==> src/design/pic_pkg.sv <==
// Shared types and constants for the programmable interrupt controller.
package pic_pkg;

	localparam int unsigned LINES      = 8;
	localparam int unsigned LINE_W     = 3;
	localparam int unsigned VEC_HIGH_W = 5;

	// Item kinds.
	localparam logic [1:0] KIND_WRITE = 2'd0;
	localparam logic [1:0] KIND_READ  = 2'd1;
	localparam logic [1:0] KIND_LEVEL = 2'd2;
	localparam logic [1:0] KIND_ACK   = 2'd3;

	// OCW2 command codes in bits 7..5.
	localparam logic [2:0] OCW2_ROT_AUTO_CLR = 3'd0;
	localparam logic [2:0] OCW2_EOI          = 3'd1;
	localparam logic [2:0] OCW2_NOP          = 3'd2;
	localparam logic [2:0] OCW2_EOI_SPEC     = 3'd3;
	localparam logic [2:0] OCW2_ROT_AUTO_SET = 3'd4;
	localparam logic [2:0] OCW2_EOI_ROT      = 3'd5;
	localparam logic [2:0] OCW2_SET_PRIO     = 3'd6;
	localparam logic [2:0] OCW2_EOI_SPEC_ROT = 3'd7;

	// Init sequence stages.
	localparam logic [1:0] STAGE_IDLE    = 2'd0;
	localparam logic [1:0] STAGE_VECTOR  = 2'd1;
	localparam logic [1:0] STAGE_CASCADE = 2'd2;
	localparam logic [1:0] STAGE_MODE    = 2'd3;

	localparam logic [7:0] POLL_FLAG = 8'h80;
	localparam logic [7:0] MASK_ALL  = 8'hFF;

	// Configuration register index.
	localparam logic [0:0] REG_LEVEL_MODE = 1'b0;

	typedef struct packed {
		logic              found;
		logic [LINE_W-1:0] line;
	} prio_t;

endpackage

==> src/design/programmable_interrupt_controller.sv <==
// Top level of the eight-line programmable interrupt controller.
// An input register feeds one pass of logic into a result register.
// Throughput: one item per cycle while no result beat is stalled.
// A stalled result beat holds the item in the input register, which stalls the item channel.
// The rotating priority encode of the updated request, service and mask bits sets the path.
// Reset (arst_n low) clears all state, sets every mask bit and empties both registers.
module programmable_interrupt_controller (
	input  logic        clk,
	input  logic        arst_n,
	// Configuration port.
	input  logic        psel,
	input  logic        penable,
	input  logic        pwrite,
	input  logic [0:0]  paddr,
	input  logic [31:0] pwdata,
	output logic [31:0] prdata,
	output logic        pready,
	// Item channel.
	input  logic        item_valid,
	output logic        item_stall,
	input  logic [1:0]  kind,
	input  logic        port_sel,
	input  logic [7:0]  data,
	input  logic [2:0]  line,
	input  logic        level,
	// Result channel.
	output logic        result_valid,
	input  logic        result_stall,
	output logic [7:0]  read_data,
	output logic        irq_pending,
	output logic [2:0]  int_line,
	output logic [7:0]  int_vector
);

	// ------------------------------------------------------------------
	// Configuration register. Only the level mode mask exists; writes to
	// any other address are dropped and read back as zero.
	// ------------------------------------------------------------------
	logic [7:0] level_mode_q;

	assign pready = 1'b1;

	always_ff @(posedge clk or negedge arst_n) begin
		if (!arst_n) begin
			level_mode_q <= '0;
		end else if (psel && penable && pwrite && pready && paddr == pic_pkg::REG_LEVEL_MODE) begin
			level_mode_q <= pwdata[7:0];
		end
	end

	assign prdata = (paddr == pic_pkg::REG_LEVEL_MODE) ? {24'd0, level_mode_q} : '0;

	// ------------------------------------------------------------------
	// Input register. The item waits here until the result register can
	// take its result; the state is updated in the same cycle.
	// ------------------------------------------------------------------
	logic       valid_s1;
	logic [1:0] kind_s1;
	logic       port_sel_s1;
	logic [7:0] data_s1;
	logic [2:0] line_s1;
	logic       level_s1;
	logic       advance;

	// The result register is blocked only when it holds a beat that is stalled.
	assign advance    = valid_s1 && !(result_valid && result_stall);
	assign item_stall = valid_s1 && !advance;

	always_ff @(posedge clk or negedge arst_n) begin
		if (!arst_n) begin
			valid_s1 <= 1'b0;
		end else if (!item_stall) begin
			valid_s1 <= item_valid;
		end
	end

	always_ff @(posedge clk) begin
		if (!item_stall && item_valid) begin
			kind_s1     <= kind;
			port_sel_s1 <= port_sel;
			data_s1     <= data;
			line_s1     <= line;
			level_s1    <= level;
		end
	end

	// ------------------------------------------------------------------
	// Controller state.
	// ------------------------------------------------------------------
	logic [7:0] req_q, svc_q, mask_q;
	logic [pic_pkg::VEC_HIGH_W-1:0] vec_high_q;
	logic [2:0] lrs_q;
	logic [1:0] init_stage_q;
	logic       in_init_q, need_icw4_q, auto_end_q, spec_mask_q, poll_q, rot_auto_q;

	logic [7:0] req_n, svc_n, mask_n;
	logic [pic_pkg::VEC_HIGH_W-1:0] vec_high_n;
	logic [2:0] lrs_n;
	logic [1:0] init_stage_n;
	logic       in_init_n, need_icw4_n, auto_end_n, spec_mask_n, poll_n, rot_auto_n;

	// Highest-ranked line in service, used by the non-specific EOI commands.
	pic_pkg::prio_t top_svc;
	pic_prio u_top_svc (
		.req    (svc_q),
		.blk    (8'd0),
		.start  (lrs_q),
		.result (top_svc)
	);

	always_comb begin
		req_n        = req_q;
		svc_n        = svc_q;
		mask_n       = mask_q;
		vec_high_n   = vec_high_q;
		lrs_n        = lrs_q;
		init_stage_n = init_stage_q;
		in_init_n    = in_init_q;
		need_icw4_n  = need_icw4_q;
		auto_end_n   = auto_end_q;
		spec_mask_n  = spec_mask_q;
		poll_n       = poll_q;
		rot_auto_n   = rot_auto_q;

		unique case (kind_s1)
			pic_pkg::KIND_WRITE: begin
				if (port_sel_s1) begin
					// Data port: init words while initializing, else the mask.
					if (!in_init_q) begin
						mask_n = data_s1;
					end else begin
						unique case (init_stage_q)
							pic_pkg::STAGE_VECTOR: begin
								vec_high_n   = data_s1[7:3];
								init_stage_n = pic_pkg::STAGE_CASCADE;
							end
							pic_pkg::STAGE_CASCADE: begin
								if (need_icw4_q) begin
									init_stage_n = pic_pkg::STAGE_MODE;
								end else begin
									in_init_n    = 1'b0;
									init_stage_n = pic_pkg::STAGE_IDLE;
								end
							end
							pic_pkg::STAGE_MODE: begin
								auto_end_n   = data_s1[1];
								in_init_n    = 1'b0;
								init_stage_n = pic_pkg::STAGE_IDLE;
							end
							pic_pkg::STAGE_IDLE: begin
							end
						endcase
					end
				end else if (data_s1[4]) begin
					// ICW1 restarts initialization; polling survives it.
					req_n        = '0;
					svc_n        = '0;
					mask_n       = '0;
					auto_end_n   = 1'b0;
					lrs_n        = '0;
					spec_mask_n  = 1'b0;
					rot_auto_n   = 1'b0;
					need_icw4_n  = data_s1[0];
					in_init_n    = 1'b1;
					init_stage_n = pic_pkg::STAGE_VECTOR;
				end else if (data_s1[3]) begin
					// OCW3: poll and special mask controls.
					if (data_s1[1]) poll_n = data_s1[2];
					if (data_s1[6]) spec_mask_n = data_s1[5];
				end else begin
					// OCW2: end of interrupt, rotation and priority commands.
					unique case (data_s1[7:5])
						pic_pkg::OCW2_EOI, pic_pkg::OCW2_EOI_ROT: begin
							if (top_svc.found) begin
								svc_n[top_svc.line] = 1'b0;
								if (data_s1[7:5] == pic_pkg::OCW2_EOI_ROT)
									lrs_n = top_svc.line + 3'd1;
							end
						end
						pic_pkg::OCW2_EOI_SPEC, pic_pkg::OCW2_EOI_SPEC_ROT: begin
							svc_n[data_s1[2:0]] = 1'b0;
							if (data_s1[7:5] == pic_pkg::OCW2_EOI_SPEC_ROT)
								lrs_n = data_s1[2:0] + 3'd1;
						end
						pic_pkg::OCW2_ROT_AUTO_CLR: rot_auto_n = 1'b0;
						pic_pkg::OCW2_ROT_AUTO_SET: rot_auto_n = 1'b1;
						pic_pkg::OCW2_SET_PRIO:     lrs_n = data_s1[2:0] + 3'd1;
						pic_pkg::OCW2_NOP: begin
						end
					endcase
				end
			end
			pic_pkg::KIND_READ: begin
				// A poll read of the command port ends poll mode.
				if (!port_sel_s1 && poll_q) poll_n = 1'b0;
			end
			pic_pkg::KIND_LEVEL: begin
				// Edge-triggered lines keep their request when the level drops.
				if (level_s1) begin
					req_n[line_s1] = 1'b1;
				end else if (level_mode_q[line_s1]) begin
					req_n[line_s1] = 1'b0;
				end
			end
			pic_pkg::KIND_ACK: begin
				req_n[line_s1] = 1'b0;
				svc_n[line_s1] = 1'b1;
				if (auto_end_q) begin
					svc_n[line_s1] = 1'b0;
					if (rot_auto_q) lrs_n = line_s1 + 3'd1;
				end
			end
		endcase
	end

	// Serviceable line on the updated state. Without special masking a line
	// in service blocks every line ranked below it (full nesting).
	pic_pkg::prio_t serv;
	logic [7:0]     serv_req;
	logic [7:0]     serv_blk;

	assign serv_req = req_n & ~mask_n & ~svc_n;
	assign serv_blk = spec_mask_n ? 8'd0 : svc_n;

	pic_prio u_serv (
		.req    (serv_req),
		.blk    (serv_blk),
		.start  (lrs_n),
		.result (serv)
	);

	logic [7:0] rd_n;
	logic [2:0] line_n;

	assign line_n = serv.found ? serv.line : 3'd0;

	always_comb begin
		rd_n = '0;
		if (kind_s1 == pic_pkg::KIND_READ) begin
			if (port_sel_s1) begin
				rd_n = mask_q;
			end else if (poll_q) begin
				rd_n = serv.found ? (pic_pkg::POLL_FLAG | {5'd0, serv.line}) : 8'd0;
			end else begin
				rd_n = req_q;
			end
		end
	end

	always_ff @(posedge clk or negedge arst_n) begin
		if (!arst_n) begin
			req_q        <= '0;
			svc_q        <= '0;
			mask_q       <= pic_pkg::MASK_ALL;
			vec_high_q   <= '0;
			lrs_q        <= '0;
			init_stage_q <= pic_pkg::STAGE_IDLE;
			in_init_q    <= 1'b0;
			need_icw4_q  <= 1'b0;
			auto_end_q   <= 1'b0;
			spec_mask_q  <= 1'b0;
			poll_q       <= 1'b0;
			rot_auto_q   <= 1'b0;
		end else if (advance) begin
			req_q        <= req_n;
			svc_q        <= svc_n;
			mask_q       <= mask_n;
			vec_high_q   <= vec_high_n;
			lrs_q        <= lrs_n;
			init_stage_q <= init_stage_n;
			in_init_q    <= in_init_n;
			need_icw4_q  <= need_icw4_n;
			auto_end_q   <= auto_end_n;
			spec_mask_q  <= spec_mask_n;
			poll_q       <= poll_n;
			rot_auto_q   <= rot_auto_n;
		end
	end

	// ------------------------------------------------------------------
	// Result register. It takes a new beat whenever the item stage
	// advances and drops its valid once the beat has been taken.
	// ------------------------------------------------------------------
	always_ff @(posedge clk or negedge arst_n) begin
		if (!arst_n) begin
			result_valid <= 1'b0;
		end else if (advance) begin
			result_valid <= 1'b1;
		end else if (!result_stall) begin
			result_valid <= 1'b0;
		end
	end

	always_ff @(posedge clk) begin
		if (advance) begin
			read_data   <= rd_n;
			irq_pending <= serv.found;
			int_line    <= line_n;
			int_vector  <= {vec_high_n, line_n};
		end
	end

	// ------------------------------------------------------------------
	// Assertions.
	// ------------------------------------------------------------------
	a_stall_cause: assert property (@(posedge clk) disable iff (!arst_n)
		item_stall |-> (result_valid && result_stall))
		else $error("item stage stalled while the result register was free");

	a_init_stage: assert property (@(posedge clk) disable iff (!arst_n)
		(in_init_q == (init_stage_q != pic_pkg::STAGE_IDLE)))
		else $error("init stage and init flag disagree");

	a_idle_line: assert property (@(posedge clk) disable iff (!arst_n)
		(result_valid && !irq_pending) |-> (int_line == 3'd0))
		else $error("line reported with nothing pending");

	a_vector_line: assert property (@(posedge clk) disable iff (!arst_n)
		result_valid |-> (int_vector[2:0] == int_line))
		else $error("vector low bits do not match the reported line");

endmodule

==> src/design/pic_prio.sv <==
// Rotating priority encoder over eight lines with an optional blocking set.
module pic_prio (
	input  logic [7:0]                   req,
	input  logic [7:0]                   blk,
	input  logic [pic_pkg::LINE_W-1:0]   start,
	output pic_pkg::prio_t               result
);

	// The scan starts at start and walks upward modulo eight. The first line
	// with a request wins; a blocking line met first ends the scan empty.
	always_comb begin
		logic                        done;
		logic [pic_pkg::LINE_W-1:0]  idx;
		done = 1'b0;
		idx = '0;
		result.found = 1'b0;
		result.line = '0;
		for (int k = 0; k < pic_pkg::LINES; k++) begin
			idx = start + pic_pkg::LINE_W'(k);
			if (!done) begin
				if (req[idx]) begin
					result.found = 1'b1;
					result.line = idx;
					done = 1'b1;
				end else if (blk[idx]) begin
					done = 1'b1;
				end
			end
		end
	end

endmodule
==> config.mk <==
export PLATFORM = sky130hd
export DESIGN_NAME = programmable_interrupt_controller
export DESIGN_NICKNAME = d
export VERILOG_FILES = /design/src/design/pic_pkg.sv /design/src/design/programmable_interrupt_controller.sv /design/src/design/pic_prio.sv
export SDC_FILE = /design/constraint.sdc
export NUM_CORES = 1
export LEC_CHECK = 0
export BUFFER_PORTS_ARGS = -buffer_cell sky130_fd_sc_hd__clkbuf_2
export CAP_MARGIN = 20
export CELL_PAD_IN_SITES_DETAIL_PLACEMENT = 1
export CELL_PAD_IN_SITES_GLOBAL_PLACEMENT = 1
export CORE_ASPECT_RATIO = 0.9
export CORE_UTILIZATION = 49
export DETAILED_ROUTE_END_ITERATION = 6
export MAX_ROUTING_LAYER = met4
export PLACE_DENSITY_LB_ADDON = 0.08
export SLEW_MARGIN = 10
export SYNTH_ARGS = -nofsm -noshare
export SYNTH_HDL_FRONTEND = slang
export SYNTH_HIERARCHICAL = 1
export SYNTH_SLANG_ARGS = --single-unit
==> constraint.sdc <==
create_clock -name clk -period 11.3 [get_ports clk]
set_input_delay 1.13 -clock clk [delete_from_list [all_inputs] [get_ports clk]]
set_output_delay 1.13 -clock clk [all_outputs]
set_load 0.01 [all_outputs]
Word level (Yosys, flattened, before mapping)

Memory sizes are Yosys's and may differ from the RTL's.
Index checks and enable logic that the tools add are counted.

Bits in registers: 85
Memory bits (read-only): 56
Input port bits: 55
Logic and storage cells: 332
Memories: 7

Add/sub/neg operators: 17
Order comparisons: 22
Eq/ne operators: 22
Multiplexer cells: 197
Bitwise logic cells: 15
Reductions and logical operators: 28

Memory list:

| memory          | depth | bits a word | read ports | clocked after memory_dff | wr ports | line           | text |
|---|---|---|---|---|---|---|---|
| (no name shown) | 8     | 1           | 1          | 0                        | 0        | pic_prio.sv:25 | `end else if (blk[idx]) begin` |
| (no name shown) | 8     | 1           | 1          | 0                        | 0        | pic_prio.sv:25 |  |
| (no name shown) | 8     | 1           | 1          | 0                        | 0        | pic_prio.sv:25 |  |
| (no name shown) | 8     | 1           | 1          | 0                        | 0        | pic_prio.sv:25 |  |
| (no name shown) | 8     | 1           | 1          | 0                        | 0        | pic_prio.sv:25 |  |
| (no name shown) | 8     | 1           | 1          | 0                        | 0        | pic_prio.sv:25 |  |
| 1 more memories | -     | -           | -          | -                        | -        | -              |  |

Operators with widths:

| operator                                             | number |
|---|---|
| two-way mux 8 bit                                    | 18 |
| two-way mux 4 bit                                    | 30 |
| two-way mux 1 bit                                    | 96 |
| < comparator 3 x 4 -> 1 bit (second input constant)  | 19 |
| binary-select mux 1 bit (select 3 bit)               | 24 |
| bitwise AND 8 bit                                    | 6 |
| inverter 8 bit                                       | 5 |
| one-hot mux 8 bit (2 select lines)                   | 2 |
| two-way mux 3 bit                                    | 9 |
| adder 3 bit (second input constant)                  | 8 |
| one-hot mux 8 bit (3 select lines)                   | 1 |
| two-way mux 5 bit                                    | 4 |
| bitwise OR 8 bit                                     | 2 |
| adder 3 x 1 -> 3 bit (second input constant)         | 5 |
| AND reduction 5 bit                                  | 3 |
| adder 3 x 2 -> 3 bit (second input constant)         | 4 |
| == test 3 bit (second input constant)                | 4 |
| logical AND 1 bit                                    | 11 |
| inequality test 2 bit (second input constant)        | 5 |
| demux 1 bit (select 3 bit)                           | 3 |
| >= comparator 3 x 1 -> 1 bit (second input constant) | 3 |
| one-hot mux 3 bit (3 select lines)                   | 1 |
| == test 2 bit (second input constant)                | 4 |
| two-way mux 2 bit                                    | 4 |
| 18 further kinds                                     | 30 |

Logic depth before layout (Yosys ltp)

Depth in word-level cells: 51
Gate-level depth with buffers: 34
Gate-level depth less buffers: 29

Cells and area by module

Netlist, hierarchy kept.

By module, submodules not included:

| module                            | instances | cells an instance | area each (µm²) | sequential area each (µm²) |
|---|---|---|---|---|
| programmable_interrupt_controller | 1         | 566               | 5221.3          | 2222.1 |
| pic_prio                          | 2         | 151               | 1282.5          | 0.0 |

Least setup slack after synthesis

Ideal clock, no wire load.

Path kind: register to register
Start: register lrs_q[0]
End: register read_data[2], data pin
Setup time: 0.255 ns
Arrival: 6.278 ns
Data required time: 11.045 ns
Slack: 4.767 ns
Cell stages (with the launch flop): 33
Buffers on the path: 4
Period minus slack after synthesis: 6.533 ns
Cell sequence: dfrtp_1 buf_6 buf_8 inv_1 ha_1 xor2_2 mux4_1 mux2_4 nand4_4 a22oi_1 nor3_2 a22oi_1 ha_1 and4b_1 a21oi_1 o31ai_1 a22oi_1 o21ai_0 buf_2 inv_2 ha_1 buf_2 mux4_2 mux2_2 nand2_1 nor4_1 nor3_2 nand3_1 and2_1 mux2i_1 nor2_1 a21oi_1 nor2b_1

RTL lines:

| element                | line                                     | text |
|---|---|---|
| from (decl)            | programmable_interrupt_controller.sv:92  | `logic [2:0] lrs_q;` |
| from (signal assigned) | programmable_interrupt_controller.sv:269 | `lrs_q <= lrs_n;` |
| to (signal assigned)   | programmable_interrupt_controller.sv:296 | `read_data <= rd_n;` |
| to (decl)              | programmable_interrupt_controller.sv:29  | `output logic [7:0] read_data,` |

==> impl_results.md <==
* Postcts setup bufs at 0
* Die height at 122 um
* Slew @ Worst Pin at 1.02 ns
* CP endpoint kind: flip-flop
* Count of nets after finishing at 976
* Synth warn at 6
* RSZ-0062 raised after global routing: false
* Fraction of layout cells with a size suffix above 1 at 0.202
* CTS Sinks at 82
* Synth Register Bits at 82
* Final wirelength at 24800 um
* Post-synth top area share at 0.135
* Min-delay src: mask_q[0]
* Avg WL per Cell at between 20 and 25 um
* Slowest stage cell, crit path: dfrtp_1
* CP Max Fanout at 21
* Post-route ant nets at 0
* Clock Skews at 0.00715 ns
* Vias/cell at 6.45
* Crit path DAT at 8.63 ns
* N_diodes at 0
* Footprint of the multi-input gates at slightly above 5000 um^2
* # hold bufs at CTS at 0
* CP Class: reg -> reg
* Detailed Routing Iterations Pass 1 at 5
* Sequential-to-total area share from yosys stat at 0.285
* First-pass GRT wire length at 39600 um
* Final core occ at 0.543
* Synth Instances at 868
* Mean Syn Cell Area at 8.97 um^2
* Data required time at the worst endpoint at 11.40 ns
* DR vias at 7210
* Max_cap viols at 0
* 1st-iter DRT viols at 580
* Pin count of the biggest net entering global routing at 51
* EDFF count, synth at 32
* Lkg Pwr at between 3 and 4 nW
* Clk root buf: clkbuf_16
* Cell variety after synth at 89
* Placer Congestion at roughly 0.91
* Pwr dens at 184 nW/um^2
* Area after DPL at 8090 um^2
* Die W at 135 um
* I/O Buffers at 60
* Hold Vio Cnt, Final at 0
* Worst setup startpoint: lrs_q[1]
* # IOs at 110
* Mapped Area at 7790 um^2
* FP Rows at 43
* HPWL Detailed at roughly 18000 um
* Clock Pin Slew Worst Setup and Hold Paths at 0.07 ns
* Skew-Pair Late Insertion Delay at 0.35 ns
* Filler instances at 1831
* Period Utilization, post-route at 0.755
* CTS max path bufs at 2
* Period minus WS final at 8.53 ns
* Ys flop type: dfrtp_1
* CP max stage delay at 0.84 ns
* Design Area, Final at 8420 um^2
* Count leader, synth: nand2_1
* CTS tree: done
* Post-synth top area cell: dfrtp_1
* Overall Global Routing Usage at 0.321
* Share of flip-flops with an asynchronous set or reset at 0.610
* Worst VDD drop at 0.123 mV
* Antenna violations before repair at 0
* Vias in the first global route at between 7k and 8k
* Final setup vio count at 0
* Relative slew slack at 0.319
* Gr ovfl total at 0
* Post-synth top cells: nand2_1, nor2_1, o21ai_0, dfrtp_1, a21oi_1
* Storage cell area at 2220 um^2
* F_max at ~120 MHz
* P&R area growth vs syn at 8.10%
* CTS buffer count at 9
* Final Max Slew Viols at 0
* Type of origin of the critical path: flip-flop
* Initial Util at 0.503
* Drt drc at 0
* Status: complete, no violations
* Reg-to-Reg Start: lrs_q[1]
* Core Region at ~15000 um^2
* Post-cts sizing count at 0
* Largest cells by area after synthesis: dfrtp_1, edfxtp_1, mux4_2, nand2_1, mux2_2
* Die ar. at around 16000 um^2
* H-tree depth at 3
* Min-Delay Path Class: reg -> reg
* Post-route setup TNS at 0 ns
==> cells in the final DEF (no fill, tap or decap), drive strengths merged, types with 7 or more instances in the layout <==
master,count
dfrtp,42
o311ai,8
mux2i,19
nand2,100
and2,11
conb,48
nand3,17
mux4,28
nand2b,11
o21ai,66
nand3b,8
a22oi,36
a21o,9
nor2,73
buf,9
mux2,32
o221ai,8
nor2b,17
ha,11
dfstp,8
o31ai,7
edfxtp,32
a21oi,38
nor3b,16
inv,32
or2,10
o211ai,16
a22o,7
clkbuf,69
nor3,21
==> final cells by class <==
cell class / count / area share
clock buffer: 9 / 0.0268
clock inverter: 7 / 0.0119
sequential: 82 / 0.264
timing repair buffer: 69 / 0.0437
multi-input combinational: 719 / 0.611
tap: 202 / 0.0300
inverter: 29 / 0.0129
==> sequential cells by signal, summed over array words and instances, names as in the netlist, 2 cells and up, named ones only <==
register      flops
data_s1           8
init_stage_q      2
int_line          2
int_vector        6
kind_s1           2
level_mode_q      8
line_s1           3
lrs_q             3
mask_q            8
read_data         8
req_q             8
vec_high_q        5
==> stage by stage <==
step | cells | total power, mW | hold WS (ns) | worst slack, ns
final | 1117 | 1.55 | 0.492 | 2.77
after floorplan | 914 | 1.02 | 0.445 | 4.77
after global routing | 1117 | 1.64 | 0.520 | 2.18
after CTS | 1117 | 1.54 | 0.495 | 2.82
after detailed placement | 1101 | 1.21 | 0.485 | 2.86
after global placement | 1101 | 1.18 | 0.453 | 3.03
==> where the power goes <==
| group | switching, mW | total, mW | internal, mW | leakage [nW] |
|---|---|---|---|---|
| clock | 0.131 | 0.327 | 0.196 | 0.161 |
| combinational | 0.420 | 0.720 | 0.300 | 2.22 |
| sequential | 0.123 | 0.506 | 0.383 | 0.926 |
==> layer usage <==
metal	global-route usage	up-vias	routed length, um
met5	-	-	0
met4	0.103	0	581
met3	0.0320	51	1170
met2	0.520	242	12100
met1	0.424	3642	11000
li1	-	3275	-
==> final timing paths <==
path | endpoint | cells past startpoint | slack [ns]
worst max-delay path | read_data[2] | 28 | 2.77
worst min-delay path | mask_q[0] | 2 | 0.49
worst max register to register | read_data[2] | 28 | 2.77
worst min register to register | mask_q[0] | 2 | 0.49
max in group asynchronous | req_q[1] | 2 | 9.88
min in group asynchronous | vec_high_q[3] | 2 | 0.92
==> kinds of logic (layout without fill, tap and decap cells) <==
kind of cell / count (synthesis) / after routing / synth area share
simple gates: 325 / 325 / 0.223
compound gates: 245 / 245 / 0.221
buf+inv: 113 / 114 / 0.0776
flops: 82 / 82 / 0.285
mux: 79 / 79 / 0.155
fa+ha+maj: 11 / 11 / 0.0177
xor+xnor: 11 / 11 / 0.0191
other cells: 2 / 48 / 0.000965
==> critical path: cells and delay by family, from the launching register on <==
kind | cells | cell delay [ns]
fa+ha+maj | 3 | 1.67
mux | 5 | 1.67
compound gates | 8 | 1.92
flops | 1 | 0.84
simple gates | 9 | 1.42
buf+inv | 3 | 0.73
(Power assumes the default switching activity.)
